File: src/rtl/rkd_pkg.sv
// ----------------------------------------------------------------------------
// RSA key derivation package
// Shared widths, status codes, payload structs and controller/datapath links.
// ----------------------------------------------------------------------------
`default_nettype none

package rkd_pkg;

    localparam int PRIME_BITS = 20;
    localparam int WORD_BITS  = 2 * PRIME_BITS;
    localparam int ACC_BITS   = WORD_BITS + 1;

    localparam logic [1:0] ST_OK         = 2'd0;
    localparam logic [1:0] ST_BAD_FACTOR = 2'd1;
    localparam logic [1:0] ST_NO_EXP     = 2'd2;

    typedef struct packed {
        logic [PRIME_BITS-1:0] prime_p;
        logic [PRIME_BITS-1:0] prime_q;
    } rkd_in_t;

    typedef struct packed {
        logic [WORD_BITS-1:0] modulus;
        logic [WORD_BITS-1:0] carmichael_lambda;
        logic [WORD_BITS-1:0] public_exp;
        logic [WORD_BITS-1:0] private_exp;
        logic [1:0]           status;
    } rkd_out_t;

    typedef enum logic [3:0] {
        OP_NONE,
        OP_LOAD,
        OP_SET_ST1,
        OP_GCD1_INIT,
        OP_STEP,
        OP_SET_LAM,
        OP_SET_ST2,
        OP_C_INIT,
        OP_C_INC,
        OP_GCD2_INIT,
        OP_INV_INIT,
        OP_INV_RED,
        OP_INV_FIX,
        OP_NO_INV,
        OP_RESULT
    } dp_op_t;

    typedef struct packed {
        dp_op_t op;
        logic   div_start;
        logic   div_lambda;
    } dp_cmd_t;

    typedef struct packed {
        logic factor_low;
        logic b_zero;
        logic b_one;
        logic a_one;
        logic lam_small;
        logic c_ge_lam;
        logic div_done;
    } dp_stat_t;

endpackage

`default_nettype wire

File: src/rtl/rkd_divider.sv
// ----------------------------------------------------------------------------
// RKD restoring divider
// One quotient bit per cycle; also forms quotient * multiplicand (Horner).
// ----------------------------------------------------------------------------
`default_nettype none

module rkd_divider (
    input  wire logic                         clk,
    input  wire logic                         rst_n,
    input  wire logic                         start,
    input  wire logic [rkd_pkg::WORD_BITS-1:0] dividend,
    input  wire logic [rkd_pkg::WORD_BITS-1:0] divisor,
    input  wire logic [rkd_pkg::ACC_BITS-1:0]  multiplicand,
    output logic                               done,
    output logic [rkd_pkg::WORD_BITS-1:0]      remainder,
    output logic [rkd_pkg::ACC_BITS-1:0]       product
);
    import rkd_pkg::*;

    localparam int CNT_BITS = $clog2(WORD_BITS);

    logic                 busy_reg;
    logic                 done_reg;
    logic [CNT_BITS-1:0]  cnt_reg;
    logic [WORD_BITS-1:0] rem_reg, rem_next;
    logic [WORD_BITS-1:0] dvd_reg;
    logic [WORD_BITS-1:0] dsr_reg;
    logic [ACC_BITS-1:0]  mul_reg;
    logic [ACC_BITS-1:0]  acc_reg, acc_next;
    logic [WORD_BITS:0]   trial;
    logic                 ge;

    always_comb
    begin
        trial    = {rem_reg, dvd_reg[WORD_BITS-1]};
        ge       = (trial >= {1'b0, dsr_reg});
        rem_next = ge ? WORD_BITS'(trial - {1'b0, dsr_reg}) : trial[WORD_BITS-1:0];
        acc_next = {acc_reg[ACC_BITS-2:0], 1'b0} + (ge ? mul_reg : '0);
    end

    always_ff @(posedge clk or negedge rst_n)
    begin
        if (!rst_n)
        begin
            busy_reg <= 1'b0;
            done_reg <= 1'b0;
            cnt_reg  <= '0;
        end
        else
        begin
            done_reg <= 1'b0;
            if (start)
            begin
                busy_reg <= 1'b1;
                cnt_reg  <= CNT_BITS'(WORD_BITS - 1);
            end
            else if (busy_reg)
            begin
                if (cnt_reg == '0)
                begin
                    busy_reg <= 1'b0;
                    done_reg <= 1'b1;
                end
                else
                begin
                    cnt_reg <= cnt_reg - 1'b1;
                end
            end
        end
    end

    always_ff @(posedge clk)
    begin
        if (start)
        begin
            rem_reg <= '0;
            dvd_reg <= dividend;
            dsr_reg <= divisor;
            mul_reg <= multiplicand;
            acc_reg <= '0;
        end
        else if (busy_reg)
        begin
            rem_reg <= rem_next;
            dvd_reg <= {dvd_reg[WORD_BITS-2:0], 1'b0};
            acc_reg <= acc_next;
        end
    end

    assign done      = done_reg;
    assign remainder = rem_reg;
    assign product   = acc_reg;

`ifndef NO_ASSERTIONS
    a_start_idle: assert property (@(posedge clk) disable iff (!rst_n)
        start |-> !busy_reg)
        else $error("divider restarted while busy");
    a_done_idle: assert property (@(posedge clk) disable iff (!rst_n)
        done_reg |-> !busy_reg && $past(busy_reg))
        else $error("done without a finished division");
    a_rem_bound: assert property (@(posedge clk) disable iff (!rst_n)
        done_reg && dsr_reg != '0 |-> rem_reg < dsr_reg)
        else $error("remainder not below divisor");
`endif

endmodule

`default_nettype wire

File: src/rtl/rkd_datapath.sv
// ----------------------------------------------------------------------------
// RKD datapath
// Operand registers, Euclid/Bezout state, result register and shared divider.
// ----------------------------------------------------------------------------
`default_nettype none

module rkd_datapath (
    input  wire logic              clk,
    input  wire logic              rst_n,
    input  wire rkd_pkg::rkd_in_t  item,
    input  wire rkd_pkg::dp_cmd_t  cmd,
    output rkd_pkg::dp_stat_t      stat,
    output rkd_pkg::rkd_out_t      key
);
    import rkd_pkg::*;

    localparam int PAD = WORD_BITS - PRIME_BITS;

    logic [PRIME_BITS-1:0] p_reg, q_reg;
    logic [PRIME_BITS-1:0] pm, qm;
    logic [WORD_BITS-1:0]  n_reg, lam_reg, c_reg, e_reg, d_reg;
    logic [WORD_BITS-1:0]  a_reg, b_reg;
    logic [ACC_BITS-1:0]   t0_reg, t1_reg;
    logic                  neg_reg;
    logic [1:0]            st_reg;
    rkd_out_t              res_reg;
    logic [WORD_BITS-1:0]  pq;

    logic [WORD_BITS-1:0]  div_dividend, div_divisor, div_rem;
    logic [ACC_BITS-1:0]   div_mul, div_prod;
    logic                  div_done;

    assign pm = p_reg - 1'b1;
    assign qm = q_reg - 1'b1;
    assign pq = WORD_BITS'(p_reg) * WORD_BITS'(q_reg);

    // lambda pass: (p-1)/g with q-1 as multiplicand gives lambda directly
    assign div_dividend = cmd.div_lambda ? {{PAD{1'b0}}, pm} : a_reg;
    assign div_divisor  = cmd.div_lambda ? a_reg : b_reg;
    assign div_mul      = cmd.div_lambda ? {{(ACC_BITS-PRIME_BITS){1'b0}}, qm} : t1_reg;

    rkd_divider u_div (
        .clk          (clk),
        .rst_n        (rst_n),
        .start        (cmd.div_start),
        .dividend     (div_dividend),
        .divisor      (div_divisor),
        .multiplicand (div_mul),
        .done         (div_done),
        .remainder    (div_rem),
        .product      (div_prod)
    );

    always_ff @(posedge clk)
    begin
        case (cmd.op)
            OP_LOAD:
            begin
                p_reg   <= item.prime_p;
                q_reg   <= item.prime_q;
                n_reg   <= '0;
                lam_reg <= '0;
                e_reg   <= '0;
                d_reg   <= '0;
                st_reg  <= ST_OK;
            end
            OP_SET_ST1:   st_reg <= ST_BAD_FACTOR;
            OP_GCD1_INIT:
            begin
                a_reg <= {{PAD{1'b0}}, pm};
                b_reg <= {{PAD{1'b0}}, qm};
                n_reg <= pq;
            end
            OP_STEP:
            begin
                a_reg   <= b_reg;
                b_reg   <= div_rem;
                t0_reg  <= t1_reg;
                t1_reg  <= t0_reg + div_prod;
                neg_reg <= ~neg_reg;
            end
            OP_SET_LAM:   lam_reg <= div_prod[WORD_BITS-1:0];
            OP_SET_ST2:   st_reg <= ST_NO_EXP;
            OP_C_INIT:    c_reg <= WORD_BITS'(3);
            OP_C_INC:     c_reg <= c_reg + 1'b1;
            OP_GCD2_INIT:
            begin
                a_reg <= c_reg;
                b_reg <= lam_reg;
            end
            OP_INV_INIT:
            begin
                e_reg   <= c_reg;
                a_reg   <= lam_reg;
                b_reg   <= c_reg;
                t0_reg  <= '0;
                t1_reg  <= ACC_BITS'(1);
                neg_reg <= 1'b0;
            end
            OP_INV_RED:
            begin
                if (t1_reg >= {1'b0, lam_reg})
                    t1_reg <= t1_reg - {1'b0, lam_reg};
            end
            OP_INV_FIX:
            begin
                if (neg_reg && t1_reg != '0)
                    d_reg <= lam_reg - t1_reg[WORD_BITS-1:0];
                else
                    d_reg <= t1_reg[WORD_BITS-1:0];
            end
            OP_NO_INV:    d_reg <= '0;
            OP_RESULT:
            begin
                res_reg.modulus           <= n_reg;
                res_reg.carmichael_lambda <= lam_reg;
                res_reg.public_exp        <= e_reg;
                res_reg.private_exp       <= d_reg;
                res_reg.status            <= st_reg;
            end
            default: ;
        endcase
    end

    always_comb
    begin
        stat.factor_low = (p_reg < PRIME_BITS'(2)) || (q_reg < PRIME_BITS'(2));
        stat.b_zero     = (b_reg == '0);
        stat.b_one      = (b_reg == WORD_BITS'(1));
        stat.a_one      = (a_reg == WORD_BITS'(1));
        stat.lam_small  = (lam_reg <= WORD_BITS'(3));
        stat.c_ge_lam   = (c_reg >= lam_reg);
        stat.div_done   = div_done;
    end

    assign key = res_reg;

endmodule

`default_nettype wire

File: src/rtl/rkd_control.sv
// ----------------------------------------------------------------------------
// RKD controller
// Sequences gcd, lambda, exponent search and inverse; owns the handshakes.
// ----------------------------------------------------------------------------
`default_nettype none

module rkd_control (
    input  wire logic              clk,
    input  wire logic              rst_n,
    input  wire logic              item_valid,
    output logic                   item_stall,
    output logic                   key_valid,
    input  wire logic              key_stall,
    input  wire rkd_pkg::dp_stat_t stat,
    output rkd_pkg::dp_cmd_t       cmd
);
    import rkd_pkg::*;

    typedef enum logic [3:0] {
        S_IDLE,
        S_CHECK,
        S_G1_TEST,
        S_G1_WAIT,
        S_LAM_WAIT,
        S_LAM_CHK,
        S_SRCH,
        S_G2_TEST,
        S_G2_WAIT,
        S_INV_TEST,
        S_INV_WAIT,
        S_INV_RED,
        S_INV_FIX,
        S_DONE
    } state_t;

    state_t state_reg, state_next;
    logic   key_valid_reg, key_valid_next;
    logic   slot_free;

    assign slot_free = !key_valid_reg || !key_stall;

    always_comb
    begin
        state_next     = state_reg;
        cmd.op         = OP_NONE;
        cmd.div_start  = 1'b0;
        cmd.div_lambda = 1'b0;
        key_valid_next = key_valid_reg && key_stall;
        case (state_reg)
            S_IDLE:
            begin
                if (item_valid)
                begin
                    cmd.op     = OP_LOAD;
                    state_next = S_CHECK;
                end
            end
            S_CHECK:
            begin
                if (stat.factor_low)
                begin
                    cmd.op     = OP_SET_ST1;
                    state_next = S_DONE;
                end
                else
                begin
                    cmd.op     = OP_GCD1_INIT;
                    state_next = S_G1_TEST;
                end
            end
            S_G1_TEST:
            begin
                cmd.div_start = 1'b1;
                if (stat.b_zero)
                begin
                    cmd.div_lambda = 1'b1;
                    state_next     = S_LAM_WAIT;
                end
                else
                begin
                    state_next = S_G1_WAIT;
                end
            end
            S_G1_WAIT:
            begin
                if (stat.div_done)
                begin
                    cmd.op     = OP_STEP;
                    state_next = S_G1_TEST;
                end
            end
            S_LAM_WAIT:
            begin
                if (stat.div_done)
                begin
                    cmd.op     = OP_SET_LAM;
                    state_next = S_LAM_CHK;
                end
            end
            S_LAM_CHK:
            begin
                if (stat.lam_small)
                begin
                    cmd.op     = OP_SET_ST2;
                    state_next = S_DONE;
                end
                else
                begin
                    cmd.op     = OP_C_INIT;
                    state_next = S_SRCH;
                end
            end
            S_SRCH:
            begin
                if (stat.c_ge_lam)
                begin
                    cmd.op     = OP_SET_ST2;
                    state_next = S_DONE;
                end
                else
                begin
                    cmd.op     = OP_GCD2_INIT;
                    state_next = S_G2_TEST;
                end
            end
            S_G2_TEST:
            begin
                if (stat.b_zero)
                begin
                    if (stat.a_one)
                    begin
                        cmd.op     = OP_INV_INIT;
                        state_next = S_INV_TEST;
                    end
                    else
                    begin
                        cmd.op     = OP_C_INC;
                        state_next = S_SRCH;
                    end
                end
                else
                begin
                    cmd.div_start = 1'b1;
                    state_next    = S_G2_WAIT;
                end
            end
            S_G2_WAIT:
            begin
                if (stat.div_done)
                begin
                    cmd.op     = OP_STEP;
                    state_next = S_G2_TEST;
                end
            end
            S_INV_TEST:
            begin
                if (stat.b_one)
                begin
                    state_next = S_INV_RED;
                end
                else if (stat.b_zero)
                begin
                    cmd.op     = OP_NO_INV;
                    state_next = S_DONE;
                end
                else
                begin
                    cmd.div_start = 1'b1;
                    state_next    = S_INV_WAIT;
                end
            end
            S_INV_WAIT:
            begin
                if (stat.div_done)
                begin
                    cmd.op     = OP_STEP;
                    state_next = S_INV_TEST;
                end
            end
            S_INV_RED:
            begin
                cmd.op     = OP_INV_RED;
                state_next = S_INV_FIX;
            end
            S_INV_FIX:
            begin
                cmd.op     = OP_INV_FIX;
                state_next = S_DONE;
            end
            S_DONE:
            begin
                if (slot_free)
                begin
                    cmd.op         = OP_RESULT;
                    key_valid_next = 1'b1;
                    state_next     = S_IDLE;
                end
            end
            default:
            begin
                state_next = S_IDLE;
            end
        endcase
    end

    always_ff @(posedge clk or negedge rst_n)
    begin
        if (!rst_n)
        begin
            state_reg     <= S_IDLE;
            key_valid_reg <= 1'b0;
        end
        else
        begin
            state_reg     <= state_next;
            key_valid_reg <= key_valid_next;
        end
    end

    assign item_stall = (state_reg != S_IDLE);
    assign key_valid  = key_valid_reg;

`ifndef NO_ASSERTIONS
    a_wait_only_busy: assert property (@(posedge clk) disable iff (!rst_n)
        cmd.div_start |=> state_reg == S_G1_WAIT || state_reg == S_G2_WAIT
                          || state_reg == S_INV_WAIT || state_reg == S_LAM_WAIT)
        else $error("division started outside a wait sequence");
    a_result_slot: assert property (@(posedge clk) disable iff (!rst_n)
        cmd.op == OP_RESULT |-> slot_free)
        else $error("result overwrote an untaken transaction");
    a_load_idle: assert property (@(posedge clk) disable iff (!rst_n)
        cmd.op == OP_LOAD |=> state_reg == S_CHECK)
        else $error("load did not begin a derivation");
`endif

endmodule

`default_nettype wire

File: src/rtl/rsa_key_derivation.sv
// ----------------------------------------------------------------------------
// RSA key derivation
// From two factors p and q: modulus, Carmichael lambda, public and private
// exponents and a status code.
// ----------------------------------------------------------------------------
//  channel  | handshake               | payload
//  ---------+-------------------------+----------------------------------------
//  item     | item_valid / item_stall | prime_p, prime_q
//  key      | key_valid  / key_stall  | modulus, lambda, exponents, status
//
// One transaction at a time. Every division runs through one shared
// restoring divider: the Euclid steps of gcd(p-1,q-1), the lambda pass,
// the gcd divisions of the search for e and the steps of the inverse.
// A factor below two skips the divider and goes straight to the result.
// Reset clears the controller and the output valid; no clearing pass.
// A finished key waits in the output register; the next item is taken
// while it is stalled, and is held in its last state until the slot frees.
// ----------------------------------------------------------------------------
`default_nettype none

module rsa_key_derivation (
    input  wire logic              clk,
    input  wire logic              rst_n,
    input  wire logic              item_valid,
    output logic                   item_stall,
    input  wire rkd_pkg::rkd_in_t  item,
    output logic                   key_valid,
    input  wire logic              key_stall,
    output rkd_pkg::rkd_out_t      key
);
    import rkd_pkg::*;

    // controller <-> datapath
    dp_cmd_t  cmd;
    dp_stat_t stat;

    rkd_control u_ctrl (
        .clk        (clk),
        .rst_n      (rst_n),
        .item_valid (item_valid),
        .item_stall (item_stall),
        .key_valid  (key_valid),
        .key_stall  (key_stall),
        .stat       (stat),
        .cmd        (cmd)
    );

    // operands, Bezout state and the shared divider
    rkd_datapath u_dp (
        .clk   (clk),
        .rst_n (rst_n),
        .item  (item),
        .cmd   (cmd),
        .stat  (stat),
        .key   (key)
    );

endmodule

`default_nettype wire
File: config.mk
export PLATFORM = sky130hd
export DESIGN_NAME = rsa_key_derivation
export DESIGN_NICKNAME = d
export VERILOG_FILES = /design/src/rtl/rkd_pkg.sv /design/src/rtl/rkd_divider.sv /design/src/rtl/rkd_datapath.sv /design/src/rtl/rkd_control.sv /design/src/rtl/rsa_key_derivation.sv
export SDC_FILE = /design/constraint.sdc
export NUM_CORES = 2
export LEC_CHECK = 0
export ABC_AREA = 1
export BUFFER_PORTS_ARGS = -buffer_cell sky130_fd_sc_hd__buf_4
export CAP_MARGIN = 20
export CELL_PAD_IN_SITES_DETAIL_PLACEMENT = 0
export CELL_PAD_IN_SITES_GLOBAL_PLACEMENT = 2
export CORE_UTILIZATION = 27
export CTS_CLUSTER_SIZE = 8
export DETAILED_ROUTE_END_ITERATION = 8
export MAX_ROUTING_LAYER = met4
export PLACE_DENSITY = 0.68
export SLEW_MARGIN = 15
export SYNTH_ARGS = -nofsm -noshare
export SYNTH_HDL_FRONTEND = slang
export SYNTH_SLANG_ARGS = --single-unit
File: constraint.sdc
create_clock -name clk -period 8.4 [get_ports clk]
set_input_delay 1.68 -clock clk [delete_from_list [all_inputs] [get_ports clk]]
set_output_delay 1.68 -clock clk [all_outputs]
set_load 0.01 [all_outputs]
Word level (Yosys, flattened, before mapping)
Cells that the tools add are included.
{"block": "totals", "regBits": 782, "out_inout_bits": 164, "word_cells": 171}
{"block": "classes", "n_addsub": 9, "mul": 1, "magnitude_cmp": 6, "n_eq_ne": 37, "n_mux": 62, "n_bitwise": 1, "reduce_logical": 26}
{"cell": "$pmux 40 s2", "n": 5}
{"cell": "$pmux 40 s4", "n": 2}
{"cell": "$mux 40", "n": 6}
{"cell": "$pmux 41 s3", "n": 1}
{"cell": "$add 41x41->41", "n": 2}
{"cell": "$ge 41x40->1", "n": 2}
{"cell": "$mux 41", "n": 2}
{"cell": "$pmux 41 s2", "n": 1}
{"cell": "$eq 40x1->1 const B", "n": 2}
{"cell": "$sub 40x40->40", "n": 2}
{"cell": "$mux 4", "n": 15}
{"cell": "$pmux 4 s14", "n": 1}
{"cell": "$eq 4x4->1 const B", "n": 13}
{"cell": "$pmux 4 s11", "n": 1}
{"cell": "$reduce_bool 41->1", "n": 1}
{"cell": "$sub 41x40->41", "n": 1}
{"cell": "$add 40x1->40 const B", "n": 1}
{"cell": "$ge 40x40->1", "n": 1}
{"cell": "$le 40x2->1 const B", "n": 1}
{"cell": "$logic_not 40->1", "n": 1}
{"cell": "$lt 20x2->1 const B", "n": 2}
{"cell": "$mul 20x20->40", "n": 1}
{"cell": "$sub 20x1->20 const B", "n": 2}
{"cell": "$eq 4x3->1 const B", "n": 8}
{"cell": "other kinds (27)", "n": 68}

Longest topological paths before layout
{"block": "logic_depth", "depth_word": 7, "depth_mapped": 31}

Modules after synthesis
Synthesis repeated with hierarchy kept, for this count alone.
{"block": "hier_totals", "cells_unflattened": 7820, "area_unflattened_um2": 61895.6}
{"mod": "rkd_datapath", "instances": 1, "cells_per_inst": 5923, "area_per_inst_um2": 47984.8, "seq_area_each_um2": 17026.3}
{"mod": "rkd_divider", "instances": 1, "cells_per_inst": 1763, "area_per_inst_um2": 13206.4, "seq_area_each_um2": 5455.2}
{"mod": "rkd_control", "instances": 1, "cells_per_inst": 134, "area_per_inst_um2": 704.4, "seq_area_each_um2": 125.1}

Worst setup path after synthesis
No wires, ideal clock.
{"block": "synth_path", "kind": "input port to flip-flop", "start": "input key_stall", "end": "register u_dp.res_reg (netlist bit u_dp.key[0]) (enable)", "setup_ps": 737, "t_arrival_ps": 9290, "t_required_ps": 7663, "path_slack_ps": -1627, "stages": 1, "n_path_buf": 0, "path_cell_list": "a21oi_1"}
{"block": "synth_via", "elab_chain_len": 5}
{"item": "start, declared", "line": "rsa_key_derivation.sv:28", "text": "input wire logic key_stall,"}
{"item": "$logic_not 1->1", "line": "rkd_control.sv:40", "text": "assign slot_free = !key_valid_reg || !key_stall;"}
{"item": "$logic_or 1x1->1", "line": "rkd_control.sv:40"}
{"item": "$mux 4", "line": "rkd_control.sv:192", "text": "if (slot_free)"}
{"item": "$pmux 4 s11", "line": "rkd_control.sv:49", "text": "case (state_reg)"}
{"item": "$eq 4x4->1", "line": "rkd_datapath.sv:56", "text": "case (cmd.op)"}
{"item": "end, declared", "line": "rkd_datapath.sv:26", "text": "rkd_out_t res_reg;"}
Every way passes these cells.
A chain may end at the register's enable or synchronous reset.

Worst setup path after layout
{"block": "layout_path", "start": "register u_dp.q_reg[2]", "end": "register u_dp.n_reg[25] (data pin)"}
{"block": "layout_via", "elab_chain_len": 6}
{"item": "start, declared", "line": "rkd_datapath.sv:19", "text": "logic [PRIME_BITS-1:0] p_reg, q_reg;"}
{"item": "start signal, assigned", "line": "rkd_datapath.sv:60", "text": "q_reg <= item.prime_q;"}
{"item": "parallel branches: the longest is 5 deep, another holds $mul 20x20->40"}
{"item": "$pmux 40 s2 (*)", "line": "rkd_datapath.sv:56"}
{"item": "end signal, assigned", "line": "rkd_datapath.sv:72", "text": "n_reg <= pq;"}
{"item": "end, declared", "line": "rkd_datapath.sv:21", "text": "logic [WORD_BITS-1:0] n_reg, lam_reg, c_reg, e_reg, d_reg;"}
Every way passes the cells marked *.

==> impl_metrics.tcl <==
set metrics [dict create \
    drtAntennaViolNets 0 \
    slew_violations 0 \
    clkSinkCount 782 \
    finClkSkew_ns 0.111 \
    critPathRequiredTime_ns 8.90 \
    tritoncts "built" \
    ys_seq_area_share_pct 38.1 \
    critical_path_arrival_ns 8.05 \
    final_common_cell "nand2_1" \
    largest_reg_flops 162 \
    ys.warnings.count 0 \
    crit_type "reg2reg" \
    crit_family "adder cells" \
    initial_core_util_pct 27.3 \
    ff2ff_path_depth 22 \
    finalSetupViolations 0 \
    post_cts_buffers 0 \
    area_delta_synth_final_pct 14.4 \
    slowest_stage "edfxtp_1" \
    status "complete, no violations" \
    dr.first_iter.drc_count 4337 \
    routedWlPerCell_um 24.7 \
    synth_area_um2 59400 \
    worst_setup_path_start_kind "register" \
    fmax_mhz 133 \
    async_flop_share_pct 1.66 \
    crit_top_cell "fa_1" \
    setup_slack_ns 0.856 \
    antenna_found_initial 13 \
    grt_usage_pct 23.1 \
    startpoint "u_dp.q_reg[2]" \
    synth_flop_cell "edfxtp_1" \
    crit_cells 22 \
    path_buf_inv 6 \
    yosys.area.top_type "edfxtp_1" \
    vias 49903 \
    synthDistinctLibCells 66 \
    portBuffers 207 \
    gp_congestion 0.942 \
    cts.repair.resized 0 \
    nets 8053 \
    cts_hold_buf 0 \
    avgSynthCellArea_um2 8.37 \
    cts.clk_slew.worst_paths_ns 0.06 \
    pin_count 208 \
    rsz0062_at_grt "false" \
    layoutNonFillerInstCount 10240 \
    r2r_setup_slack_ns 0.86 \
    crit_path_end_kind "register" \
    ys_ff_latch 782 \
    worst_hold_slack_ns 0.394 \
    grt_max_degree 82 \
    grt_pass1_wl_um 361000 \
    routed_wl_um 252000 \
    max_slew_margin_pct 20.9 \
    cap_violations 0 \
    die_area_um2 222000 \
    min_period_over_period_pct 89.8 \
    synth_nets 7858 \
    fillers 23297 \
    root_buffer "clkbuf_16" \
    worst_pin_slew_ns 1.17 \
    numCtsBuffers 115 \
    h-tree-depth 3 \
    drc_errors 0 \
    cp-endpoint "u_dp.n_reg[25]" \
    cp_max_fo 15 \
    yosys-top-cells-area "edfxtp_1, fa_1, nand2_1" \
    vias_per_cell 4.87 \
    finalHoldViolCount 0 \
    coreArea_um2 218000 \
    synth-edff-count 688 \
    netlist.area_leader.share_pct 34.8 \
    slowest_delay_ns 1.04 \
    drt-pass1-iter-count 6 \
    die_h_um 471 \
    placementRows 171 \
    dp_cells 10022 \
    r2r-end "u_dp.n_reg[25]" \
    cts_buffer_depth 3 \
    fp.dieW_um 471 \
    drive_above_1_share_pct 7.16 \
    grt_overflow_total 0 \
    path_cells "buf_4 > nand2_1 > inv_1 > fa_1 > fa_1 > inv_1 > fa_1 > inv_1 > fa_1 > inv_1 > fa_1 > inv_1 > fa_1 > fa_1 > ha_1 > nand2_1 > o21a_1 > a21boi_1 > o21ai_1 > nand2_1 > a21o_1 > a21oi_1" \
    place_hpwl_um 201000 \
    r2r-start "u_dp.q_reg[2]" \
    holdCritPathClass "reg2reg" \
    grt_pass1_vias 49889 \
    final_cell_mix "nand2_1, inv_1, edfxtp_1, nor2_1, a21oi_1" \
    insertion_delay_ns 0.82 \
    period_needed_ns 7.54 \
    dp_slack_ns 0.845 \
    tns_ns 0 \
    synth_cells 7096 \
]
[per-layer routing]
layer | up-vias | wire [um] | global-route usage (%)
met5 | - | 0 | -
met4 | 0 | 6120 | 5.42
met3 | 234 | 14200 | 3.23
met2 | 1508 | 117000 | 36.2
met1 | 24756 | 116000 | 31.3
li1 | 23405 | - | -
[worst reg2reg max path, cell delays in order (launching register included)]
cell      delay, ns
edfxtp_1       1.04
buf_4          0.33
nand2_1        0.07
inv_1          0.11
fa_1           0.42
fa_1           0.52
inv_1          0.05
fa_1           0.53
inv_1          0.05
fa_1           0.50
inv_1          0.05
fa_1           0.48
inv_1          0.06
fa_1           0.51
fa_1           0.49
ha_1           0.41
nand2_1        0.13
o21a_1         0.21
a21boi_1       0.18
o21ai_1        0.45
nand2_1        0.16
a21o_1         0.19
a21oi_1        0.34
[metrics by stage]
step | util, % | cell area [um^2]
detailed placement | 29.5 | 64300
finish | 31.2 | 68000
global route | 31.2 | 68000
global placement | 29.5 | 64300
CTS | 31.1 | 67800
floorplan | - | 59400
[cell usage after synthesis (all sizes together), types with 29 or more instances]
| cell type | n |
|---|---|
| nor2 | 668 |
| o211ai | 47 |
| nor3 | 73 |
| o21ai | 418 |
| nand2 | 1512 |
| a21o | 31 |
| xnor2 | 57 |
| edfxtp | 688 |
| or2 | 29 |
| ha | 393 |
| dfxtp | 81 |
| nor4 | 37 |
| buf | 70 |
| o21bai | 53 |
| xor2 | 113 |
| inv | 1362 |
| nand3 | 192 |
| a31oi | 51 |
| fa | 325 |
| a21oi | 441 |
| nand4 | 104 |
| clkbuf | 150 |
[final cells by class]
cell class	instances	area, um^2	share of cell area [%]
multi-input combinational	4729	30800	45.3
sequential	782	22600	33.3
inverter	1365	5120	7.54
tap	2854	3570	5.25
clock buffer	183	3190	4.70
timing repair buffer	298	2340	3.45
clock inverter	21	319	0.469
antenna	8	20.0	0.0295
[cell families (layout without fill, tap and decap cells)]
| kind of cell | Yosys count | in the layout | share of synthesized area (%) |
|---|---|---|---|
| AOI/OAI and AO/OA | 1196 | 1196 | 11.5 |
| xor gates and xnor gates | 170 | 170 | 2.51 |
| adders and majority gates | 718 | 718 | 19.2 |
| buffers and inverters | 1585 | 1867 | 10.2 |
| DFF | 782 | 782 | 38.1 |
| other | 0 | 8 | 0 |
| and+or+nand+nor | 2645 | 2645 | 18.5 |
[worst min path at each step]
stage,start,endpoint,cells past startpoint
6_report,u_dp.u_div.mul_reg[0],u_dp.u_div.product[0],2
5_1_grt,u_dp.d_reg[12],u_dp.key[14],0
4_1_cts,u_dp.u_div.mul_reg[0],u_dp.u_div.product[0],2
3_5_place_dp,u_dp.e_reg[24],u_dp.key[66],0
3_3_place_gp,u_dp.n_reg[14],u_dp.key[136],0
2_1_floorplan,u_dp.st_reg[0],u_dp.key[0],0
Power is left out: the tool's default activity adds up to more than one toggle a clock period on the data nets, which glitch-free logic cannot reach.
